## config.mk

```make
export PLATFORM = sky130hd
export DESIGN_NAME = lsb_first_bit_packer
export DESIGN_NICKNAME = d
export VERILOG_FILES = /design/src/lfbp_pkg.sv /design/src/lfbp_front.sv /design/src/lfbp_queue.sv /design/src/lfbp_back.sv /design/src/lsb_first_bit_packer.sv
export SDC_FILE = /design/constraint.sdc
export NUM_CORES = 1
export LEC_CHECK = 0
export BUFFER_PORTS_ARGS = -buffer_cell sky130_fd_sc_hd__buf_2
export CAP_MARGIN = 5
export CORE_MARGIN = 4
export CORE_UTILIZATION = 45
export CTS_CLUSTER_DIAMETER = 200
export DETAILED_ROUTE_END_ITERATION = 12
export GPL_ROUTABILITY_DRIVEN = 0
export HOLD_SLACK_MARGIN = 0.1
export PLACE_DENSITY = 0.65
export SYNTH_ARGS = -nofsm -noshare
export SYNTH_HDL_FRONTEND = slang
export SYNTH_HIERARCHICAL = 1
export SYNTH_SLANG_ARGS = --single-unit
```

## constraint.sdc

```tcl
create_clock -name clock -period 3.42 [get_ports clock]
set_input_delay 0.684 -clock clock [delete_from_list [all_inputs] [get_ports clock]]
set_output_delay 0.684 -clock clock [all_outputs]
set_load 0.01 [all_outputs]
```

## src/lfbp_pkg.sv

```systemverilog
// lfbp_pkg: shared types and constants for the lsb-first bit packer
// no dependencies; imported by every module of the block

package lfbp_pkg;

   // fixed field widths
   localparam int COUNT_W = 7;
   localparam int BYTE_W  = 8;
   localparam int VBITS_W = 4;

   // per-item control travelling from the front end to the back end
   typedef struct packed {
      logic [COUNT_W-1:0] bit_count;
      logic               flush;
   } lfbp_ctl_type;

endpackage

```

## src/lfbp_front.sv

```systemverilog
// lfbp_front: input stage, saturates the bit count and masks unused chunk bits
// depends on lfbp_pkg

module lfbp_front
   import lfbp_pkg::*;
#(
   parameter int MAX_CHUNK_BITS = 64
) (
   input  logic                      clock,
   input  logic                      reset,
   input  logic                      req_valid,
   output logic                      req_ready,
   input  logic [MAX_CHUNK_BITS-1:0] req_chunk_bits,
   input  logic [COUNT_W-1:0]        req_bit_count,
   input  logic                      req_flush,
   output logic                      push_valid,
   input  logic                      push_ready,
   output logic [MAX_CHUNK_BITS-1:0] push_chunk,
   output lfbp_ctl_type              push_ctl
);

   localparam logic [COUNT_W-1:0] MaxCount = COUNT_W'(MAX_CHUNK_BITS);

   logic                      valid_ff, valid_in;
   logic [MAX_CHUNK_BITS-1:0] chunk_ff, chunk_in;
   lfbp_ctl_type              ctl_ff, ctl_in;
   logic [COUNT_W-1:0]        sat_count;
   logic [MAX_CHUNK_BITS-1:0] keep_mask;
   logic                      take;

   // stage frees up when empty or when its entry moves into the queue
   assign req_ready = !valid_ff || push_ready;
   assign take      = req_valid && req_ready;

   // saturate the count and build the mask of bits that carry data
   always_comb begin
      sat_count = (req_bit_count > MaxCount) ? MaxCount : req_bit_count;
      for (int i = 0; i < MAX_CHUNK_BITS; i++) begin
         keep_mask[i] = (COUNT_W'(i) < sat_count);
      end
      chunk_in         = req_chunk_bits & keep_mask;
      ctl_in.bit_count = sat_count;
      ctl_in.flush     = req_flush;
      if (take) begin
         valid_in = 1'b1;
      end else if (push_ready) begin
         valid_in = 1'b0;
      end else begin
         valid_in = valid_ff;
      end
   end

   // control register
   always_ff @(posedge clock) begin
      if (reset) begin
         valid_ff <= 1'b0;
      end else begin
         valid_ff <= valid_in;
      end
   end

   // payload register
   always_ff @(posedge clock) begin
      if (take) begin
         chunk_ff <= chunk_in;
         ctl_ff   <= ctl_in;
      end
   end

   assign push_valid = valid_ff;
   assign push_chunk = chunk_ff;
   assign push_ctl   = ctl_ff;

endmodule

```

## src/lfbp_queue.sv

```systemverilog
// lfbp_queue: two-entry queue between the front end and the back end
// depends on lfbp_pkg

module lfbp_queue
   import lfbp_pkg::*;
#(
   parameter int MAX_CHUNK_BITS = 64
) (
   input  logic                      clock,
   input  logic                      reset,
   input  logic                      wr_valid,
   output logic                      wr_ready,
   input  logic [MAX_CHUNK_BITS-1:0] wr_chunk,
   input  lfbp_ctl_type              wr_ctl,
   output logic                      rd_valid,
   input  logic                      rd_take,
   output logic [MAX_CHUNK_BITS-1:0] rd_chunk,
   output lfbp_ctl_type              rd_ctl
);

   logic [MAX_CHUNK_BITS-1:0] chunk_mem [2];
   lfbp_ctl_type              ctl_mem [2];
   logic                      wr_ptr_ff, wr_ptr_in;
   logic                      rd_ptr_ff, rd_ptr_in;
   logic [1:0]                fill_ff, fill_in;
   logic                      do_wr, do_rd;

   assign wr_ready = (fill_ff != 2'd2);
   assign rd_valid = (fill_ff != 2'd0);
   assign do_wr    = wr_valid && wr_ready;
   assign do_rd    = rd_take && rd_valid;

   // pointer and fill bookkeeping
   always_comb begin
      wr_ptr_in = do_wr ? !wr_ptr_ff : wr_ptr_ff;
      rd_ptr_in = do_rd ? !rd_ptr_ff : rd_ptr_ff;
      fill_in   = fill_ff + 2'(do_wr) - 2'(do_rd);
   end

   always_ff @(posedge clock) begin
      if (reset) begin
         wr_ptr_ff <= 1'b0;
         rd_ptr_ff <= 1'b0;
         fill_ff   <= 2'd0;
      end else begin
         wr_ptr_ff <= wr_ptr_in;
         rd_ptr_ff <= rd_ptr_in;
         fill_ff   <= fill_in;
      end
   end

   // storage
   always_ff @(posedge clock) begin
      if (do_wr) begin
         chunk_mem[wr_ptr_ff] <= wr_chunk;
         ctl_mem[wr_ptr_ff]   <= wr_ctl;
      end
   end

   assign rd_chunk = chunk_mem[rd_ptr_ff];
   assign rd_ctl   = ctl_mem[rd_ptr_ff];

endmodule

```

## src/lfbp_back.sv

```systemverilog
// lfbp_back: merges chunks into pending bits, emits a byte a cycle unless stalled
// depends on lfbp_pkg

module lfbp_back
   import lfbp_pkg::*;
#(
   parameter int MAX_CHUNK_BITS = 64
) (
   input  logic                      clock,
   input  logic                      reset,
   input  logic                      q_valid,
   output logic                      q_take,
   input  logic [MAX_CHUNK_BITS-1:0] q_chunk,
   input  lfbp_ctl_type              q_ctl,
   output logic                      rsp_valid,
   input  logic                      rsp_ready,
   output logic [BYTE_W-1:0]         rsp_out_byte,
   output logic [VBITS_W-1:0]        rsp_valid_bits,
   output logic                      rsp_last
);

   localparam int ACC_W = MAX_CHUNK_BITS + BYTE_W - 1;
   localparam int CNT_W = $clog2(MAX_CHUNK_BITS + BYTE_W);
   localparam logic [CNT_W-1:0]   ByteCnt  = CNT_W'(BYTE_W);
   localparam logic [VBITS_W-1:0] FullBits = VBITS_W'(BYTE_W);

   logic [ACC_W-1:0]   acc_ff, acc_in;
   logic [CNT_W-1:0]   cnt_ff, cnt_in;
   logic               flush_ff, flush_in;
   logic               out_valid_ff, out_valid_in;
   logic [BYTE_W-1:0]  out_byte_ff, out_byte_in;
   logic [VBITS_W-1:0] out_vbits_ff, out_vbits_in;
   logic               out_last_ff, out_last_in;

   logic               full, need_emit, out_free, emit, emit_last;
   logic [CNT_W-1:0]   rem;
   logic [ACC_W-1:0]   base_acc;
   logic [CNT_W-1:0]   base_cnt;

   // what the current accumulator still owes
   assign full      = (cnt_ff >= ByteCnt);
   assign need_emit = full || (flush_ff && (cnt_ff != '0));
   assign out_free  = !out_valid_ff || rsp_ready;
   assign emit      = need_emit && out_free;
   assign rem       = cnt_ff - ByteCnt;
   assign emit_last = full ? ((rem < ByteCnt) && !(flush_ff && (rem != '0))) : 1'b1;

   // next chunk may merge in the same cycle as the final byte of the previous one
   assign q_take = q_valid && (!need_emit || (emit && emit_last));

   always_comb begin
      // state after this cycle's emission
      if (emit && full) begin
         base_acc = acc_ff >> BYTE_W;
         base_cnt = rem;
      end else if (emit) begin
         base_acc = '0;
         base_cnt = '0;
      end else begin
         base_acc = acc_ff;
         base_cnt = cnt_ff;
      end
      // merge a new chunk above the pending bits
      if (q_take) begin
         acc_in   = base_acc | (ACC_W'(q_chunk) << base_cnt[2:0]);
         cnt_in   = base_cnt + CNT_W'(q_ctl.bit_count);
         flush_in = q_ctl.flush;
      end else begin
         acc_in   = base_acc;
         cnt_in   = base_cnt;
         flush_in = flush_ff;
      end
      // output register
      out_byte_in  = acc_ff[BYTE_W-1:0];
      out_vbits_in = full ? FullBits : cnt_ff[VBITS_W-1:0];
      out_last_in  = emit_last;
      if (emit) begin
         out_valid_in = 1'b1;
      end else if (rsp_ready) begin
         out_valid_in = 1'b0;
      end else begin
         out_valid_in = out_valid_ff;
      end
   end

   // accumulator and control state
   always_ff @(posedge clock) begin
      if (reset) begin
         acc_ff       <= '0;
         cnt_ff       <= '0;
         flush_ff     <= 1'b0;
         out_valid_ff <= 1'b0;
      end else begin
         acc_ff       <= acc_in;
         cnt_ff       <= cnt_in;
         flush_ff     <= flush_in;
         out_valid_ff <= out_valid_in;
      end
   end

   // result payload
   always_ff @(posedge clock) begin
      if (emit) begin
         out_byte_ff  <= out_byte_in;
         out_vbits_ff <= out_vbits_in;
         out_last_ff  <= out_last_in;
      end
   end

   assign rsp_valid      = out_valid_ff;
   assign rsp_out_byte   = out_byte_ff;
   assign rsp_valid_bits = out_vbits_ff;
   assign rsp_last       = out_last_ff;

endmodule

```

## src/lsb_first_bit_packer.sv

```systemverilog
// lsb_first_bit_packer: top level, front end, queue and back end
// depends on lfbp_pkg, lfbp_front, lfbp_queue, lfbp_back
//
// Packs chunks of up to MAX_CHUNK_BITS bits into bytes, earliest bit in bit 0.
// Each chunk is registered and masked in the front end, waits in a two-entry
// queue, and is merged above the pending bits in the back end, which sends
// out one byte per cycle through its output register unless rsp_ready stalls
// it. A chunk occupies the back end for as long as it yields bytes, and the
// output stage sets the rate. A chunk that completes no byte and flushes
// nothing is merged without emitting. The final byte of each chunk carries
// last; a flush sends the partial byte with its valid bit count.

module lsb_first_bit_packer
   import lfbp_pkg::*;
#(
   parameter int MAX_CHUNK_BITS = 64
) (
   input  logic                      clock,
   input  logic                      reset,
   input  logic                      req_valid,
   output logic                      req_ready,
   input  logic [MAX_CHUNK_BITS-1:0] req_chunk_bits,
   input  logic [COUNT_W-1:0]        req_bit_count,
   input  logic                      req_flush,
   output logic                      rsp_valid,
   input  logic                      rsp_ready,
   output logic [BYTE_W-1:0]         rsp_out_byte,
   output logic [VBITS_W-1:0]        rsp_valid_bits,
   output logic                      rsp_last
);

   logic                      push_valid, push_ready;
   logic [MAX_CHUNK_BITS-1:0] push_chunk;
   lfbp_ctl_type              push_ctl;
   logic                      q_valid, q_take;
   logic [MAX_CHUNK_BITS-1:0] q_chunk;
   lfbp_ctl_type              q_ctl;

   // front end
   lfbp_front #(.MAX_CHUNK_BITS(MAX_CHUNK_BITS)) u_front (
      .clock          (clock),
      .reset          (reset),
      .req_valid      (req_valid),
      .req_ready      (req_ready),
      .req_chunk_bits (req_chunk_bits),
      .req_bit_count  (req_bit_count),
      .req_flush      (req_flush),
      .push_valid     (push_valid),
      .push_ready     (push_ready),
      .push_chunk     (push_chunk),
      .push_ctl       (push_ctl)
   );

   // decoupling queue
   lfbp_queue #(.MAX_CHUNK_BITS(MAX_CHUNK_BITS)) u_queue (
      .clock    (clock),
      .reset    (reset),
      .wr_valid (push_valid),
      .wr_ready (push_ready),
      .wr_chunk (push_chunk),
      .wr_ctl   (push_ctl),
      .rd_valid (q_valid),
      .rd_take  (q_take),
      .rd_chunk (q_chunk),
      .rd_ctl   (q_ctl)
   );

   // back end
   lfbp_back #(.MAX_CHUNK_BITS(MAX_CHUNK_BITS)) u_back (
      .clock          (clock),
      .reset          (reset),
      .q_valid        (q_valid),
      .q_take         (q_take),
      .q_chunk        (q_chunk),
      .q_ctl          (q_ctl),
      .rsp_valid      (rsp_valid),
      .rsp_ready      (rsp_ready),
      .rsp_out_byte   (rsp_out_byte),
      .rsp_valid_bits (rsp_valid_bits),
      .rsp_last       (rsp_last)
   );

endmodule
```

==> results of run 1 <==
logic make-up (layout without fill, tap and decap cells):
group,count (synthesis),in the layout
adder cells (fa/ha/maj),13,13
flip-flops,315,315
buffers and inverters,172,226
AND/OR/NAND/NOR,360,360
multiplexers,92,92
AO/OA/AOI/OAI,462,462
XOR/XNOR,5,5
placed cells by master, fill, tap and decap left out, types with 5 or more instances in the layout:
cell type / n
inv_1: 44
clkinv_1: 7
buf_2: 90
and3_1: 9
clkbuf_16: 31
or3_1: 5
nor2_1: 178
dfxtp_1: 83
o221a_2: 47
edfxtp_1: 229
mux2_1: 61
nand2b_1: 8
mux2_2: 19
o22ai_1: 20
nand3_1: 8
o21ai_1: 9
nor2b_1: 15
nor3_1: 8
mux2i_1: 12
nand2_1: 82
a21oi_1: 65
buf_12: 7
o21ai_0: 54
a22oi_1: 63
o21a_1: 13
and2_1: 15
clkinv_2: 6
buf_4: 22
a311oi_1: 24
o211ai_1: 31
a21boi_0: 12
a31oi_1: 34
o32ai_1: 45
ha_1: 11
layer usage:
metal / vias to the layer above / part of all wire / GRT usage / routed length [um]
met5: - / 0 / 0 / 0
met4: 0 / 0.024 / 0.05573 / 955
met3: 63 / 0.063 / 0.02427 / 2506
met2: 445 / 0.45 / 0.3064 / 17800
met1: 5657 / 0.47 / 0.3049 / 18610
li1: 5504 / - / - / -
sequential cells by signal, summed over array words and instances, names as in the netlist, named ones only:
| register | flops |
|---|---|
| u_queue/fill_ff | 2 |
| u_back/acc_ff | 71 |
| u_back/rsp_out_byte | 8 |
| u_front/push_chunk | 64 |
| u_front/push_ctl | 8 |
| u_queue/ctl_mem | 16 |
| u_back/rsp_last | 1 |
| u_queue/chunk_mem | 128 |
| u_back/rsp_valid | 1 |
| u_back/rsp_valid_bits | 4 |
| u_front/push_valid | 1 |
| u_queue/wr_ptr_ff | 1 |
| u_back/flush_ff | 1 |
| u_back/cnt_ff | 7 |
| u_queue/rd_ptr_ff | 1 |
final cells by class:
| class | instances | area (um^2) |
|---|---|---|
| flip-flops and latches | 315 | 8605 |
| clock inverters | 23 | 230.2 |
| fillers | 3011 | 16970 |
| clock buffers | 34 | 787.0 |
| repair buffers | 119 | 755.7 |
| inverters | 50 | 188.9 |
| multi-input cells | 932 | 6355 |
| well taps | 455 | 569.3 |
repair_timing:
| item | 4_1_cts | 5_1_grt |
|---|---|---|
| hold endpoints to repair | 0 | 0 |
| resized for setup | 0 | 2 |
| endpoints found under the setup margin | 0 | 2 |
metrics by stage:
step / instances / setup slack, ns
finish: 1928 / 0.2062
global route: 1928 / 0.03848
CTS: 1928 / 0.1637
detailed placement: 1871 / 0.1716
global placement: 1871 / 0.3487
floorplan: 1419 / 0.4266
path summary, 6_finish.rpt:
check	startpoint	endpoint	slack, ns	cells past startpoint
min	req_flush	u_front/push_ctl[0]	0.30	1
min reg2reg	u_back/acc_ff[1]	u_back/rsp_out_byte[1]	0.44	0
max reg2reg	u_back/cnt_ff[3]	u_back/cnt_ff[6]	0.21	12
max	u_back/cnt_ff[3]	u_back/cnt_ff[6]	0.21	12
worst max-delay path, cell delays in order (launching register included):
cell      delay, ns
dfxtp_1        0.36
inv_1          0.13
ha_2           0.25
or3b_1         0.45
a21o_1         0.19
and2_2         0.23
mux2_2         0.29
ha_1           0.23
nor3_1         0.34
o21bai_1       0.13
a21oi_1        0.19
xor2_1         0.18
o32ai_1        0.10
where the power goes:
part           internal [uW]  switching [uW]
clock network           1960            1430
logic                    750            1550
registers               4430             140
==> impl_results.md, run 1 <==
* Run status: complete, no violations
* Vias per cell at 6.052
* Largest net degree at the start of global routing at 96
* Via count at approximately 12000
* Post-synth EDFFs at between 200 and 250
* Top cell type's share of synthesized area at 0.4388
* Pins Over Slew Limit at 0
* Top-count cell post-synth: edfxtp_1
* Final setup vio count at 0
* Sink Count at between 300 and 400
* Mapped Avg Cell Area at between 10 and 15 um^2
* Wirelength per Cell at 20.68 um
* N_diodes at 0
* Multiplexer share of the synthesized area at 0.06514
* Setup TNS at 0 ns
* Synth Instances at 1419
* Top_reg_cell synth: edfxtp_1
* Drt first pass iters at 7
* Synth Warn # at 6
* Postcts setup bufs at 0
* Pwr Total at between 10000 and 15000 uW
* Drt total wl at around 40000 um
* Hold WC Path Type: in -> reg
* Total grt overflow at 0
* Boundary pin count at 91
* Root buffer cell: clkbuf_16
* Crit start category: flip-flop
* CTS tree: built
* Hold-fix buffers, CTS at 0
* Seq cells post-synth at about 320
* 1st-iter DRT viols at 1376
* Clk_skew at 0.01566 ns
* Synth Net Count at 1508
* Setup Crit Path Kind: reg -> reg
* Pwr dens at around 590 nW/um^2
* Largest family of logic cells by synthesized area: compound AO/OA/AOI/OAI gates
* CTS buffer count at 31
* Post-DP HPWL at about 27000 um
* DRC viols at 0
* Synth Area in Simple Gates at 0.1073
* Largest cells by area after synthesis: edfxtp_1 (44%), dfxtp_1 (11%), mux2_1 (4.4%)
* Slew Limit Headroom at 0.3945
* Unrepaired setup endpoints after global routing: false
* Critical path data required time at roughly 3.9 ns
* VDD IR max at 0.4554 mV
* Nets@finish at 1538
* Row count at between 60 and 70
* DRT antenna net count at 0
* Initial antenna violation count at 0
* Core area at around 34000 um^2
* Top post-synthesis cells by count: edfxtp_1 (229), nor2_1 (178), dfxtp_1 (86)
* Die Span X at ~200 um
* Sequential fraction of the synthesis area at 0.5486
* Period utilisation layout at 0.9397
* H-tree Lvls at 1
* LEAKAGE at 0.005984 uW
* Min cycle time layout at about 3.2 ns
* Die area at ~38000 um^2
* Compound-gate portion of the synthesized area at 0.2164
* Clk buf depth at 3
* Skew-Pair Late Insertion Delay at around 0.56 ns
* Layout cells sized above 1 at 0.1833
* CP arrival at ~3.6 ns
* Async S/R FF share, synth at 0
* F_max at ~0.31 GHz
* Final hold vios at 0
* Synth Area in XOR/XNOR at 0.002794
* CP Max Fanout at 6
* GRT Total Usage at 0.2011
* Starting Density at 0.4548
* WHS at 0.3038 ns
* Max-cap violation count at 0
* Clk slew on worst S/H paths at about 0.07 ns
* Mapped Area at between 15000 and 20000 um^2
* Area grow syn2layout at 11.60%
* Adder-Cell Fraction of Synth Area at 0.01086
* # port buffers at 90
* Post-synth top area cell: edfxtp_1
* First-pass GRT wire length at 62280 um
* Post-synth cell types at 82
* Post-Place Cell Area at ~16000 um^2
* Critical Path End Type: flip-flop
* Final core utilization at 0.5076
* Post-route cell area at roughly 17000 um^2
* Worst Tran Pin Value at around 0.91 ns
* Number of global-route vias before repair at between 10000 and 15000
* Die height at 194.6 um
No activity file was read; power rests on OpenSTA's default activity.
==> inputs of run 2 (changes only) <==
--- a/config.mk
+++ b/config.mk
@@ -14,6 +14,7 @@
 export GPL_ROUTABILITY_DRIVEN = 0
 export HOLD_SLACK_MARGIN = 0.1
 export PLACE_DENSITY = 0.65
+export RECOVER_POWER = 50
 export SYNTH_ARGS = -nofsm -noshare
 export SYNTH_HDL_FRONTEND = slang
 export SYNTH_HIERARCHICAL = 1
==> impl_results.md, run 2 (synthesized netlist as in run 1, its figures left out) <==
* Hold-fix buffers, CTS at 0 (unchanged)
* Post-route cell area at 17410 um^2 (-0.45%)
* Die Span X at 194.6 um (unchanged)
* Crit start category: flip-flop
* Critical Path End Type: flip-flop
* Worst Tran Pin Value at 1.867 ns (+0.9589 ns)
* Setup TNS at 0 ns (unchanged)
* Multi-input gate area at 6307 um^2 (-0.75%)
* Initial antenna violation count at 0 (unchanged)
* 1st-iter DRT viols at 1338 (-2.8%)
* CP Max Fanout at 6 (unchanged)
* Int Power at 7137 uW (about the same)
* Run status: finished, violations left
* Setup Crit Path Kind: reg -> reg
* Clock network fraction of total power at 0.331 (about the same)
* F_max at 0.3144 GHz (+1.0%)
* Max reg flops at 128 (unchanged)
* Wirelength per Cell at 20.63 um (-0.22%)
* Nets@finish at 1538 (unchanged)
* Pins Over Slew Limit at 146 (+146)
* Number of global-route vias before repair at 10900 (unchanged)
* Period utilisation layout at 0.9301 (-0.009605)
* Boundary pin count at 91 (unchanged)
* Commonest non-fill, non-tap cells in the layout: edfxtp_1 (229), nor2_1 (179), buf_2 (89)
* Switch Pwr at 3105 uW (-0.18%)
* Root buffer cell: clkbuf_16
* DRT antenna net count at 0 (unchanged)
* Largest net degree at the start of global routing at 96 (unchanged)
* Sw frac at 0.3032 (-0.0003106)
* Combinational share of power at 0.223 (about the same)
* # port buffers at 90 (unchanged)
* Critical path data required time at 3.85 ns (about the same)
* Row count at 68 (unchanged)
* Die area at 37880 um^2 (unchanged)
* Most common cell after layout, fill and taps aside: edfxtp_1
* Cell Count, Final, Fillers Out at 1928 (unchanged)
* Area grow syn2layout at 11.10%
* Hold WC Path Type: in -> reg
* Starting Density at 0.4548 (unchanged)
* Top reg by flops: u_queue/chunk_mem
* Total grt overflow at 0 (unchanged)
* Sink Count at 315 (unchanged)
* Final setup vio count at 0 (unchanged)
* Clk buf depth at 3 (unchanged)
* Core area at 34460 um^2 (unchanged)
* CTS tree: built
* Final hold vios at 0 (unchanged)
* Slew Limit Headroom at -0.2448 (-0.6393)
* VDD IR max at 0.4540 mV (-0.29%)
* Drt first pass iters at 5 (-2)
* Failing checks: capacitance limit, slew limit
* Placed cells at 1871 (unchanged)
* N_diodes at 0 (unchanged)
* Die height at 194.6 um (unchanged)
* Clk_skew at 0.01546 ns (-0.0001982 ns)
* Vias per cell at 6.058 (about the same)
* Post-DP HPWL at 26530 um (unchanged)
* CP arrival at 3.61 ns (-0.03 ns)
* Clk slew on worst S/H paths at 0.07 ns (about the same)
* Max-cap violation count at 2 (+2)
* Power share of the sequential group at 0.446 (about the same)
* DRC viols at 0 (unchanged)
* Layout cells sized above 1 at 0.1765 (-0.006789)
* First-pass GRT wire length at 62280 um (unchanged)
* Drt total wl at 39780 um (-0.22%)
* CTS buffer count at 31 (unchanged)
* Pwr dens at 588.2 nW/um^2 (+0.37%)
* Layout fillers at 3026 (+0.50%)
* LEAKAGE at 0.005941 uW (-0.72%)
* Min cycle time layout at 3.181 ns (-0.03285 ns)
* H-tree Lvls at 1 (unchanged)
* GRT Total Usage at 0.2011 (unchanged)
* Skew-Pair Late Insertion Delay at 0.56 ns (about the same)
* Unrepaired setup endpoints after global routing: false
* Via count at 11680 (+0.094%)
* Post-Place Cell Area at 16470 um^2 (unchanged)
* Area occupied by registers at 8605 um^2 (unchanged)
run 2: changes by cell type in the layout (fill, tap and decap cells not counted), moves of 2 or more:
cell	delta
a21boi_0	+2
a21boi_1	-2
and2_0	+4
and2_1	-4
buf_12	-2
clkbuf_2	+2
inv_2	-2
nand4b_1	+2
o21ai_0	+6
o21ai_1	-6
run 2: path summary, 6_finish.rpt:
check	from	to	slack [ns]	cells past startpoint
hold reg to reg	u_back/acc_ff[1]	u_back/rsp_out_byte[1]	0.43	0
hold / removal	req_flush	u_front/push_ctl[0]	0.30	1
setup / recovery	u_back/cnt_ff[3]	u_back/cnt_ff[6]	0.24	12
setup reg to reg	u_back/cnt_ff[3]	u_back/cnt_ff[6]	0.24	12
run 2: worst max-delay path, stage by stage, from the launching register on:
cell      delay (ns)
dfxtp_1         0.36
inv_1           0.13
ha_2            0.24
or3b_1          0.45
a21o_1          0.19
and2_2          0.23
mux2_2          0.29
ha_1            0.23
nor3_1          0.31
o21bai_1        0.13
a21oi_1         0.19
xor2_1          0.18
o32ai_1         0.10
run 2: routing by layer:
metal  track usage  vias to the layer above  share of wire
li1              -                     5499              -
met1        0.3049                     5631           0.46
met2        0.3064                      488           0.45
met3       0.02427                       62          0.071
met4       0.05573                        0          0.025
met5             0                        -              0
run 2: final cells by class:
| class | instances | area share |
|---|---|---|
| clock buffers | 34 | 0.04520 |
| clock inverters | 23 | 0.01322 |
| inverters | 50 | 0.01085 |
| multi-input cells | 932 | 0.3622 |
| flip-flops and latches | 315 | 0.4942 |
| well taps | 455 | 0.03270 |
| repair buffers | 119 | 0.04161 |
run 2: power groups by stage:
| stage | Sequential, uW | Combinational (uW) | Clock (uW) |
|---|---|---|---|
| 6_report | 4570 | 2280 | 3390 |
| 3_3_place_gp | 4630 | 2210 | 0 |
| 4_1_cts | 4570 | 2250 | 3460 |
| 5_1_grt | 4600 | 2460 | 3620 |
| 2_1_floorplan | 4640 | 1530 | 0 |
| 3_5_place_dp | 4650 | 2250 | 0 |
run 2: what timing repair did:
item                       4_1_cts  5_1_grt
setup buffers                    0        0
setup endpoints to repair        0        2
hold endpoints to repair         0        0
resized for setup                0        2
run 2: through the flow:
stage          power, uW  utilization  hold WS [ns]  worst slack (ns)
5_1_grt            10680       0.5053        0.2815           0.03848
2_1_floorplan       6175            -        0.4086            0.4266
3_5_place_dp        6897       0.4780        0.4245            0.1716
6_report           10240       0.5053        0.3017            0.2390
4_1_cts            10290       0.5075        0.2730            0.1637
3_3_place_gp        6848       0.4780        0.4177            0.3487
